**src/b2ad_pkg.sv**
```systemverilog
`default_nettype none

package b2ad_pkg;

    localparam int DIGITS = 8;
    localparam int VALUE_W = 32;
    localparam int NIBBLE_W = 4;
    localparam int ASCII_W = 6;
    localparam int BCD_W = DIGITS * NIBBLE_W;

    localparam logic [ASCII_W-1:0] ASCII_ZERO = ASCII_W'(8'h30);
    localparam logic [NIBBLE_W-1:0] ADJUST_MIN = NIBBLE_W'(5);
    localparam logic [NIBBLE_W-1:0] ADJUST_ADD = NIBBLE_W'(3);
    localparam logic [NIBBLE_W-1:0] DIGIT_MAX = NIBBLE_W'(9);

    function automatic longint unsigned pow10(input int n);
        longint unsigned acc;
        acc = 64'd1;
        for (int i = 0; i < n; i++)
        begin
            acc = acc * 64'd10;
        end
        return acc;
    endfunction

    localparam longint unsigned LIMIT = pow10(DIGITS) - 64'd1;
    localparam int LIMIT_BITS = $clog2(LIMIT + 64'd1);
    localparam int BIN_W = (LIMIT_BITS > VALUE_W) ? VALUE_W : LIMIT_BITS;

    typedef struct packed {
        logic ovf;
        logic [BCD_W-1:0] bcd;
        logic [BIN_W-1:0] bin;
    } cell_data_t;

    function automatic logic [ASCII_W-1:0] to_ascii(input logic [NIBBLE_W-1:0] nib);
        return ASCII_ZERO | {{(ASCII_W-NIBBLE_W){1'b0}}, nib};
    endfunction

    function automatic logic bcd_ok(input logic [BCD_W-1:0] bcd);
        logic ok;
        ok = 1'b1;
        for (int k = 0; k < DIGITS; k++)
        begin
            if (bcd[k*NIBBLE_W +: NIBBLE_W] > DIGIT_MAX)
            begin
                ok = 1'b0;
            end
        end
        return ok;
    endfunction

endpackage

`default_nettype wire

```
**src/b2ad_in_if.sv**
```systemverilog
`default_nettype none

interface b2ad_in_if;
    import b2ad_pkg::*;

    logic valid;
    logic ready;
    logic [VALUE_W-1:0] value;

    modport source (output valid, output value, input ready);
    modport sink (input valid, input value, output ready);
endinterface

`default_nettype wire

```
**src/b2ad_out_if.sv**
```systemverilog
`default_nettype none

interface b2ad_out_if;
    import b2ad_pkg::*;

    logic valid;
    logic ready;
    logic [ASCII_W-1:0] digit_tens_millions;
    logic [ASCII_W-1:0] digit_millions;
    logic [ASCII_W-1:0] digit_hundred_thousands;
    logic [ASCII_W-1:0] digit_ten_thousands;
    logic [ASCII_W-1:0] digit_thousands;
    logic [ASCII_W-1:0] digit_hundreds;
    logic [ASCII_W-1:0] digit_tens;
    logic [ASCII_W-1:0] digit_units;
    logic overflow;

    modport source (
        output valid,
        input ready,
        output digit_tens_millions,
        output digit_millions,
        output digit_hundred_thousands,
        output digit_ten_thousands,
        output digit_thousands,
        output digit_hundreds,
        output digit_tens,
        output digit_units,
        output overflow
    );
    modport sink (
        input valid,
        output ready,
        input digit_tens_millions,
        input digit_millions,
        input digit_hundred_thousands,
        input digit_ten_thousands,
        input digit_thousands,
        input digit_hundreds,
        input digit_tens,
        input digit_units,
        input overflow
    );
endinterface

`default_nettype wire

```
**src/binary_to_ascii_decimal_8.sv**
```systemverilog
`default_nettype none

// Converts one unsigned 32-bit value per transfer into eight ASCII decimal
// characters, most significant first, with leading zeros. Values above
// 99999999 give all nines and set overflow. The converter is a chain of 27
// shift-and-adjust cells, one per bit of the clamped value, so a new value is
// taken every cycle while the output side is ready. The result passes through
// every cell register in turn before the output transfer. Each cell holds one
// item, so stalls on the output fill the chain back toward the input without
// losing any transfer.
module binary_to_ascii_decimal_8 (
    input  wire logic   clk,
    input  wire logic   rst_n,
    b2ad_in_if.sink     operand,
    b2ad_out_if.source  result
);
    import b2ad_pkg::*;

    logic       link_valid [BIN_W+1];
    logic       link_ready [BIN_W+1];
    cell_data_t link_data  [BIN_W+1];
    logic       ovf;

    assign ovf = {{(64-VALUE_W){1'b0}}, operand.value} > LIMIT;

    assign link_valid[0]     = operand.valid;
    assign operand.ready     = link_ready[0];
    assign link_data[0].ovf  = ovf;
    assign link_data[0].bcd  = '0;
    assign link_data[0].bin  = ovf ? LIMIT[BIN_W-1:0] : operand.value[BIN_W-1:0];

    for (genvar i = 0; i < BIN_W; i++)
    begin : g_cell
        b2ad_cell u_cell (
            .clk      (clk),
            .rst_n    (rst_n),
            .up_valid (link_valid[i]),
            .up_ready (link_ready[i]),
            .up_data  (link_data[i]),
            .dn_valid (link_valid[i+1]),
            .dn_ready (link_ready[i+1]),
            .dn_data  (link_data[i+1])
        );
    end

    assign result.valid    = link_valid[BIN_W];
    assign link_ready[BIN_W] = result.ready;
    assign result.overflow = link_data[BIN_W].ovf;

    assign result.digit_tens_millions     =
        to_ascii(link_data[BIN_W].bcd[(DIGITS-1)*NIBBLE_W +: NIBBLE_W]);
    assign result.digit_millions          =
        to_ascii(link_data[BIN_W].bcd[(DIGITS-2)*NIBBLE_W +: NIBBLE_W]);
    assign result.digit_hundred_thousands =
        to_ascii(link_data[BIN_W].bcd[(DIGITS-3)*NIBBLE_W +: NIBBLE_W]);
    assign result.digit_ten_thousands     =
        to_ascii(link_data[BIN_W].bcd[(DIGITS-4)*NIBBLE_W +: NIBBLE_W]);
    assign result.digit_thousands         =
        to_ascii(link_data[BIN_W].bcd[(DIGITS-5)*NIBBLE_W +: NIBBLE_W]);
    assign result.digit_hundreds          =
        to_ascii(link_data[BIN_W].bcd[(DIGITS-6)*NIBBLE_W +: NIBBLE_W]);
    assign result.digit_tens              =
        to_ascii(link_data[BIN_W].bcd[(DIGITS-7)*NIBBLE_W +: NIBBLE_W]);
    assign result.digit_units             =
        to_ascii(link_data[BIN_W].bcd[(DIGITS-8)*NIBBLE_W +: NIBBLE_W]);

endmodule

`default_nettype wire

```
**src/b2ad_cell.sv**
```systemverilog
`default_nettype none

module b2ad_cell (
    input  wire logic                 clk,
    input  wire logic                 rst_n,
    input  wire logic                 up_valid,
    output logic                      up_ready,
    input  wire b2ad_pkg::cell_data_t up_data,
    output logic                      dn_valid,
    input  wire logic                 dn_ready,
    output b2ad_pkg::cell_data_t      dn_data
);
    import b2ad_pkg::*;

    logic       valid_reg;
    cell_data_t data_reg;
    cell_data_t data_next;
    logic [BCD_W-1:0] adj;

    // Each cell corrects every digit that would overflow on doubling, then
    // shifts one binary bit into the decimal register.
    always_comb
    begin
        for (int k = 0; k < DIGITS; k++)
        begin
            if (up_data.bcd[k*NIBBLE_W +: NIBBLE_W] >= ADJUST_MIN)
            begin
                adj[k*NIBBLE_W +: NIBBLE_W] = up_data.bcd[k*NIBBLE_W +: NIBBLE_W] + ADJUST_ADD;
            end
            else
            begin
                adj[k*NIBBLE_W +: NIBBLE_W] = up_data.bcd[k*NIBBLE_W +: NIBBLE_W];
            end
        end
        data_next.ovf = up_data.ovf;
        data_next.bcd = {adj[BCD_W-2:0], up_data.bin[BIN_W-1]};
        data_next.bin = {up_data.bin[BIN_W-2:0], 1'b0};
    end

    assign up_ready = !valid_reg || dn_ready;
    assign dn_valid = valid_reg;
    assign dn_data  = data_reg;

    always_ff @(posedge clk or negedge rst_n)
    begin
        if (!rst_n)
        begin
            valid_reg <= 1'b0;
        end
        else if (up_ready)
        begin
            valid_reg <= up_valid;
        end
    end

    always_ff @(posedge clk)
    begin
        if (up_ready && up_valid)
        begin
            data_reg <= data_next;
        end
    end

`ifndef SYNTHESIS
    a_load_sets_valid: assert property (@(posedge clk) disable iff (!rst_n)
        (up_valid && up_ready) |=> dn_valid)
        else $error("cell lost a transfer");
    a_ovf_carried: assert property (@(posedge clk) disable iff (!rst_n)
        (up_valid && up_ready) |=> dn_data.ovf == $past(up_data.ovf))
        else $error("overflow flag not carried");
    a_bin_shift: assert property (@(posedge clk) disable iff (!rst_n)
        (up_valid && up_ready) |=> dn_data.bin == {$past(up_data.bin[BIN_W-2:0]), 1'b0})
        else $error("binary field not shifted");
    a_bcd_legal: assert property (@(posedge clk) disable iff (!rst_n)
        (up_valid && up_ready && bcd_ok(up_data.bcd)) |=> bcd_ok(dn_data.bcd))
        else $error("decimal digit out of range");
`endif
endmodule

`default_nettype wire

```
**src/flat_wrapper.sv**
```systemverilog
// flat-port wrapper written by rule: the top's interface ports become plain ports
module binary_to_ascii_decimal_8_flat import b2ad_pkg::*;
  (clk, rst_n, operand_valid, operand_value, operand_ready, result_valid, result_ready, result_digit_tens_millions, result_digit_millions, result_digit_hundred_thousands, result_digit_ten_thousands, result_digit_thousands, result_digit_hundreds, result_digit_tens, result_digit_units, result_overflow);
  b2ad_in_if operand_i ();
  b2ad_out_if result_i ();
  input  wire logic clk;
  input  wire logic rst_n;
  input wire logic [$bits(operand_i.valid)-1:0] operand_valid;
  input wire logic [$bits(operand_i.value)-1:0] operand_value;
  output wire logic [$bits(operand_i.ready)-1:0] operand_ready;
  output wire logic [$bits(result_i.valid)-1:0] result_valid;
  input wire logic [$bits(result_i.ready)-1:0] result_ready;
  output wire logic [$bits(result_i.digit_tens_millions)-1:0] result_digit_tens_millions;
  output wire logic [$bits(result_i.digit_millions)-1:0] result_digit_millions;
  output wire logic [$bits(result_i.digit_hundred_thousands)-1:0] result_digit_hundred_thousands;
  output wire logic [$bits(result_i.digit_ten_thousands)-1:0] result_digit_ten_thousands;
  output wire logic [$bits(result_i.digit_thousands)-1:0] result_digit_thousands;
  output wire logic [$bits(result_i.digit_hundreds)-1:0] result_digit_hundreds;
  output wire logic [$bits(result_i.digit_tens)-1:0] result_digit_tens;
  output wire logic [$bits(result_i.digit_units)-1:0] result_digit_units;
  output wire logic [$bits(result_i.overflow)-1:0] result_overflow;
  assign operand_i.valid = operand_valid;
  assign operand_i.value = operand_value;
  assign operand_ready = operand_i.ready;
  assign result_valid = result_i.valid;
  assign result_i.ready = result_ready;
  assign result_digit_tens_millions = result_i.digit_tens_millions;
  assign result_digit_millions = result_i.digit_millions;
  assign result_digit_hundred_thousands = result_i.digit_hundred_thousands;
  assign result_digit_ten_thousands = result_i.digit_ten_thousands;
  assign result_digit_thousands = result_i.digit_thousands;
  assign result_digit_hundreds = result_i.digit_hundreds;
  assign result_digit_tens = result_i.digit_tens;
  assign result_digit_units = result_i.digit_units;
  assign result_overflow = result_i.overflow;
  binary_to_ascii_decimal_8 u_core (.clk(clk), .rst_n(rst_n), .operand(operand_i), .result(result_i));
endmodule
```
**config.mk**
```make
export PLATFORM = sky130hd
export DESIGN_NAME = binary_to_ascii_decimal_8_flat
export DESIGN_NICKNAME = d
export VERILOG_FILES = /design/src/b2ad_pkg.sv /design/src/b2ad_in_if.sv /design/src/b2ad_out_if.sv /design/src/binary_to_ascii_decimal_8.sv /design/src/b2ad_cell.sv /design/src/flat_wrapper.sv
export SDC_FILE = /design/constraint.sdc
export NUM_CORES = 1
export LEC_CHECK = 0
export BUFFER_PORTS_ARGS = -buffer_cell sky130_fd_sc_hd__buf_2
export CAP_MARGIN = 20
export CELL_PAD_IN_SITES_DETAIL_PLACEMENT = 1
export CELL_PAD_IN_SITES_GLOBAL_PLACEMENT = 2
export CORE_UTILIZATION = 49
export DETAILED_ROUTE_END_ITERATION = 10
export PLACE_DENSITY = 0.93
export SKIP_CTS_REPAIR_TIMING = 1
export SLEW_MARGIN = 20
export SYNTH_ARGS = -nofsm -noshare
export SYNTH_HDL_FRONTEND = slang
export SYNTH_SLANG_ARGS = --single-unit
```
**constraint.sdc**
```tcl
create_clock -name clk -period 7.35 [get_ports clk]
set_input_delay 1.1025 -clock clk [delete_from_list [all_inputs] [get_ports clk]]
set_output_delay 1.1025 -clock clk [all_outputs]
set_load 0.01 [all_outputs]
```
==> impl_metrics.toml, run 1 <==
[pwr]
intPower_uw = 11200
clkPwrFrac = 0.293
p_per_area_mw_per_mm2 = 370
ir_drop_mv = 0.225
power.share.combinational = 0.211
p_sw_frac = 0.295
switchingPower_uw = 4700
p_leak_uw = 0.0170
seqPwrFrac = 0.496

[route]
drt-total-wl_um = 73700
ant_nets = 0
firstDrtPassIters = 7
viasPerCell = 5.18
route.detailed.drc = 0
first_iter_violations = 855
wl_per_cell_um = 18.3
vias = 20900

[synth]
synthArstFlopShare = 0.0305
synth_area_leaders = "edfxtp_1 68%, ha_1 7.3%, nand2_1 4.0%"
synth_ff_type = "edfxtp_1"
yosysSeqAreaShare = 0.695
netlist_instances = 2751
synth_top_cell_area_share = 0.677
syn_avg_cell_area_um2 = 13.8
ys_seq_elements = 885
synth_edf_count = 858
synth_warnings = 0
synth_largest_area_cell = "edfxtp_1"
syn_area_mm2 = 0.0380
synth.distinct_cells = 51

[placement]
port_buffers = 70
dp_slack_ns = 3.40
gp_congestion = 0.770
hpwl_um = 52500

[clocking]
cts.sinks = 885
path_clk_slew_ns = 0.06
clock_latency_ns = 0.66
clockBufferDepth = 3
cts_tree = "yes"
cts.htree.levels = 3
cts_root_buf = "clkbuf_16"
cts_made_buffers = 92

[sta]
final_max_slew_viol_count = 0
rsz0062_at_grt = "false"
setup_viol = 0
fin_setup_tns_ns = 0
worst-slew-pin-transition_ns = 1.04
timing.final.ws_setup_ns = 3.45
skew_ns = 0.0284
finalCritPeriodShare = 0.531
fmax_mhz = 256
period_needed_ns = 3.90
hold_viol = 0
slew_headroom = 0.304

[floorplanning]
die_x_um = 281
start_util = 0.498
die-area_mm2 = 0.0787
die_height_um = 281
fp.coreArea_mm2 = 0.0763
rows = 101
io_pins = 87

[cells_and_area]
final_cell_mix = "858 x edfxtp_1, 405 x nand2_1, 241 x inv_1, 221 x ha_1, 210 x nand2b_1"
final_common_cell = "edfxtp_1"
insertedDiodeCount = 0
drive_gt1_frac = 0.0875
layout.nets = 3184
fillers = 7465
syn2layout_area_growth_pct = 13.2

[setup_path]
cp_max_fo = 7
worstPathRequired_ns = 6.25
crit_arrival_ns = 2.80
crit_type = "input port to primary output"
endpoint_kind = "primary output"
cp-start-kind = "input port"

[global_route]
gr-total-overflow = 0
grt_pass1_wl_um = 118000
grt_pass1_vias = 23300
globalRouteTotalUtil = 0.190
grt_max_degree = 36
antenna_found_initial = 0

[outcome]
status = "finished, final reports clean"

[job]
drv_cap = 0

[min_path]
hold_class = "register to register"
==> area by class of cell <==
class,instances,area (µm²),share of cell area
clock buffer,113,2420,0.0563
clock inverter,59,627,0.0146
inverter,241,905,0.0210
multi-input combinational,1610,10700,0.249
sequential,885,26400,0.614
tap,1030,1290,0.0299
timing repair buffer,97,673,0.0156
==> kinds of logic (layout without fill, tap and decap cells) <==
group	count (synthesis)	in the layout	share of synthesized area
AOI/OAI and AO/OA	382	382	0.0559
and+or+nand+nor	778	778	0.0950
other	1	16	0.0000986
DFF	885	885	0.695
adders and majority gates	221	221	0.0727
xor gates and xnor gates	108	108	0.0249
muxes	105	105	0.0276
buffers and inverters	271	510	0.0287
==> power by group through the flow <==
stage	clock network (µW)	registers, µW	logic, µW
6_report	4670	7900	3370
2_1_floorplan	0	7770	2390
5_1_grt	4900	8040	3820
4_1_cts	4760	7910	3400
3_3_place_gp	0	7870	2960
3_5_place_dp	0	7990	3350
==> registers in the layout, summed over array words and instances, names as in the netlist <==
| name | count |
|---|---|
| u_core.g_cell.u_cell.dn_valid | 27 |
| u_core.g_cell.u_cell.dn_data | 858 |
==> per-stage QoR <==
stage                     total power [µW]  hold WS [ns]   util  instances  cell area, µm²
after global routing                 16800         0.419  0.564       4035           43100
after floorplan                      10200         0.400      -       2766           38100
final                                15900         0.418  0.564       4035           43100
after detailed placement             11300         0.405  0.522       3856           39900
after global placement               10800         0.400  0.522       3856           39900
after CTS                            16100         0.407  0.562       4028           42900
==> per-layer routing <==
| metal | vias to the layer above | track usage | share of wire |
|---|---|---|---|
| li1 | 10000 | - | - |
| met1 | 10400 | 0.177 | 0.35 |
| met2 | 300 | 0.399 | 0.59 |
| met3 | 178 | 0.0283 | 0.027 |
| met4 | 0 | 0.0764 | 0.037 |
| met5 | - | 0 | 0 |
==> synth_stat cells (6+ instances only) <==
cell         n
o21ai_0    204
o2111ai_1    8
dfrtp_1     27
nand2_1    405
buf_2        7
mux2i_1    105
a21oi_1    115
nand3_1      7
buf_4       16
nand3b_1     7
inv_1      241
nand2b_1   210
edfxtp_1   858
ha_1       221
a31oi_1      7
nor2_1     114
and3_1       6
xnor2_1    108
==> worst paths after layout <==
path | cells after the start | start | slack [ns] | to
hold / removal | 0 | u_core.g_cell[4].u_cell.dn_data[11]$_DFFE_PP_ | 0.42 | u_core.g_cell[5].u_cell.dn_data[12]$_DFFE_PP_
hold reg to reg | 0 | u_core.g_cell[4].u_cell.dn_data[11]$_DFFE_PP_ | 0.42 | u_core.g_cell[5].u_cell.dn_data[12]$_DFFE_PP_
min in group asynchronous | 1 | rst_n | 0.53 | u_core.g_cell[24].u_cell.dn_valid$_DFFE_PN0P_
setup / recovery | 5 | result_ready | 3.45 | operand_ready
max in group asynchronous | 1 | rst_n | 6.32 | u_core.g_cell[8].u_cell.dn_valid$_DFFE_PN0P_
setup reg to reg | 4 | u_core.g_cell[25].u_cell.dn_valid$_DFFE_PN0P_ | 4.81 | u_core.g_cell[10].u_cell.dn_data[30]$_DFFE_PP_
==> worst max-delay path: stages <==
cell	delay (ns)
buf_2	0.11
and4b_1	0.50
and2_0	0.61
nand4_1	0.26
buf_2	0.21
Power figures use the tool's default switching activity.
==> run 2: changes to the inputs <==
- ABC_AREA: unset -> 1
- CORE_UTILIZATION: 49 -> 40
- PLACE_DENSITY: 0.93 -> 0.83
- clock period: 7.35 -> 3.4 ns (I/O delays scaled with it)
==> run 2 against run 1 <==
Critical endpoint unchanged. Sequential share of layout area fell by 0.33 points. Setup slack got worse by 3.6 ns. The run now ends with setup timing left. Count of clock-buffer cells in the layout is 8 lower. Sequential cell count is the same. Critical path type is now register to primary output. Synthesized area fell by 0.33%. Critical path depth grew 9. Clock skew is 0.0076 ns higher.
==> impl_metrics.toml, run 2 <==
[setup_path]
path_cells = "nand4_4 > nor2_4 > nand4_4 > nor2_4 > nand4_4 > nor2_4 > nand4_4 > nor2_4 > nand4_4 > nor2_4 > nand4_4 > nor2_4 > nand4_4 > buf_6"
endpoint_kind = "primary output"
crit_family = "simple AND/OR/NAND/NOR gates"
crit_type = "register to primary output"
cp-start-kind = "register"
max_stage_delay_ns = 0.40
slowest_stage = "dfrtp_1"
crit_arrival_ns = 3.06
cp_max_fo = 4
crit_top_cell = "nand4_4"
path_buf_inv = 1
worstPathRequired_ns = 2.89

[synth]
synth-compound-area-share = 0.0776
synthArstFlopShare = 0.0305
netlist_instances = 2947
synth_edf_count = 858
muxShareOfSynthArea = 0
synth_warnings = 0
synthMostInstantiatedCell = "edfxtp_1"
synth_fa_ha_area_frac = 0.0729
yosys.area_share.xor_xnor = 0.0250
synth_top_family_by_area = "compound AO/OA/AOI/OAI gates"
ys_seq_elements = 885
yosysSeqAreaShare = 0.697
synth_simple_gate_area_frac = 0.0758
synth_common_cells = "858 x edfxtp_1, 483 x inv_1, 320 x nor2_1, 267 x nand2_1, 257 x a21oi_1"
synth_area_leaders = "edfxtp_1 68%, ha_1 7.3%, inv_1 4.8%"
syn_avg_cell_area_um2 = 12.9
syn_area_mm2 = 0.0379
synth_largest_area_cell = "edfxtp_1"
synth_ff_type = "edfxtp_1"
synth.distinct_cells = 23
synth_top_cell_area_share = 0.680

[route]
drt-total-wl_um = 62200
ant_nets = 0
firstDrtPassIters = 5
wl_per_cell_um = 13.9
viasPerCell = 4.69
route.detailed.drc = 0
vias = 21000
first_iter_violations = 801

[sta]
timing.final.ws_setup_ns = -0.167
period_needed_ns = 3.57
worst-slew-pin-transition_ns = 0.956
hold_viol = 0
final_max_slew_viol_count = 0
slew_headroom = 0.361
skew_ns = 0.0360
rsz0062_at_grt = "true"
setup_viol = 1
fmax_mhz = 280
finalCritPeriodShare = 1.05

[cells_and_area]
syn2layout_area_growth_pct = 14.2
largest_reg_flops = 858
fillers = 9758
final_cell_mix = "858 x edfxtp_1, 483 x inv_1, 308 x nor2_1, 267 x nand2_1, 256 x a21oi_1"
fin_util = 0.463
layout.cells.non_filler = 4483
insertedDiodeCount = 0
layout.nets = 3408
drive_gt1_frac = 0.107
final_common_cell = "edfxtp_1"

[placement]
gp_congestion = 0.743
hpwl_um = 44400
dp_slack_ns = -0.0125
port_buffers = 70
placed_cells = 4294

[pwr]
p_leak_uw = 0.0176
p_sw_frac = 0.302
seqPwrFrac = 0.489
p_per_area_mw_per_mm2 = 813
intPower_uw = 24600
ir_drop_mv = 0.388
switchingPower_uw = 10600
power.share.combinational = 0.220
clkPwrFrac = 0.291

[clocking]
clock_latency_ns = 0.67
cts_tree = "yes"
cts_made_buffers = 92
path_clk_slew_ns = 0.06
clockBufferDepth = 3
cts.htree.levels = 3
cts_root_buf = "clkbuf_16"
cts.sinks = 885

[floorplanning]
die_x_um = 310
die_height_um = 310
fp.coreArea_mm2 = 0.0936
die-area_mm2 = 0.0960
io_pins = 87
start_util = 0.405
rows = 112

[outcome]
status = "finished, violations left"
violations = "setup timing"

[global_route]
gr-total-overflow = 0
grt_pass1_vias = 22600
grt_max_degree = 36
globalRouteTotalUtil = 0.132
antenna_found_initial = 0
grt_pass1_wl_um = 103000

[job]
drv_cap = 0

[min_path]
hold_class = "input port to register"
run 2: cell count changes in the layout (fill, tap and decap cells not counted), moves of 67 or more:
cell,change
a21oi_1,+141
or2_2,+67
xnor2_1,-108
inv_1,+242
xor2_1,+108
nand2b_1,-210
mux2i_1,-105
nand2_1,-138
nor2_1,+194
run 2: power by group through the flow:
stage / combinational (µW) / clock, µW / sequential, µW
floorplan: 5740 / 0 / 17100
global placement: 7410 / 0 / 17400
detailed placement: 7770 / 0 / 17500
CTS: 7880 / 10600 / 17300
global route: 9100 / 10900 / 17600
finish: 7750 / 10200 / 17200
run 2: logic make-up after synthesis:
logic type,count (synthesis)
adders and majority gates,221
xor gates and xnor gates,108
DFF,885
buffers and inverters,501
and+or+nand+nor,676
other,1
AOI/OAI and AO/OA,555
run 2: layout make-up:
cell class | instances | area, µm² | share of cell area
Clock buffer | 105 | 2380 | 0.0550
Clock inverter | 67 | 747 | 0.0172
Inverter | 483 | 1810 | 0.0419
Multi-Input combinational cell | 1576 | 9650 | 0.223
Sequential cell | 885 | 26400 | 0.610
Tap cell | 1254 | 1570 | 0.0362
Timing Repair Buffer | 113 | 707 | 0.0163
run 2: path summary, 6_finish.rpt:
path / startpoint / to / slack, ns / cells after the start
max in group asynchronous: rst_n / u_core.g_cell[22].u_cell.dn_valid$_DFFE_PN0P_ / 2.49 / 2
hold reg to reg: u_core.g_cell[0].u_cell.dn_data[17]$_SDFFCE_PP1P_ / u_core.g_cell[1].u_cell.dn_data[18]$_DFFE_PP_ / 0.40 / 0
setup reg to reg: u_core.g_cell[26].u_cell.dn_valid$_DFFE_PN0P_ / u_core.g_cell[1].u_cell.dn_data[20]$_DFFE_PP_ / 0.30 / 18
min in group asynchronous: rst_n / u_core.g_cell[0].u_cell.dn_valid$_DFFE_PN0P_ / 0.43 / 2
hold / removal: operand_valid / u_core.g_cell[0].u_cell.dn_valid$_DFFE_PN0P_ / 0.06 / 3
setup / recovery: u_core.g_cell[26].u_cell.dn_valid$_DFFE_PN0P_ / operand_ready / -0.17 / 14
run 2: through the flow:
step | power, µW | hold WS [ns] | instance area [µm²] | TNS [ns]
2_1_floorplan | 22900 | 0.214 | 38000 | 0
3_3_place_gp | 24800 | 0.400 | 40000 | 0
3_5_place_dp | 25300 | 0.405 | 40000 | -0.0125
4_1_cts | 35700 | -0.132 | 43200 | -0.440
5_1_grt | 37600 | 0.0503 | 43300 | -0.374
6_report | 35200 | 0.0576 | 43300 | -0.167
run 2: tightest hold or removal path, stage by stage:
cell and delay, ns:
buf_2 0.09, inv_1 0.03, nand2_1 0.05
run 2: per-layer routing:
metal,share of wire,GRT usage,up-vias,routed length (µm)
li1,-,-,10500,-
met1,0.36,0.121,10200,22500
met2,0.58,0.279,203,36100
met3,0.025,0.0221,138,1560
met4,0.033,0.0510,0,2050
met5,0,0,-,0
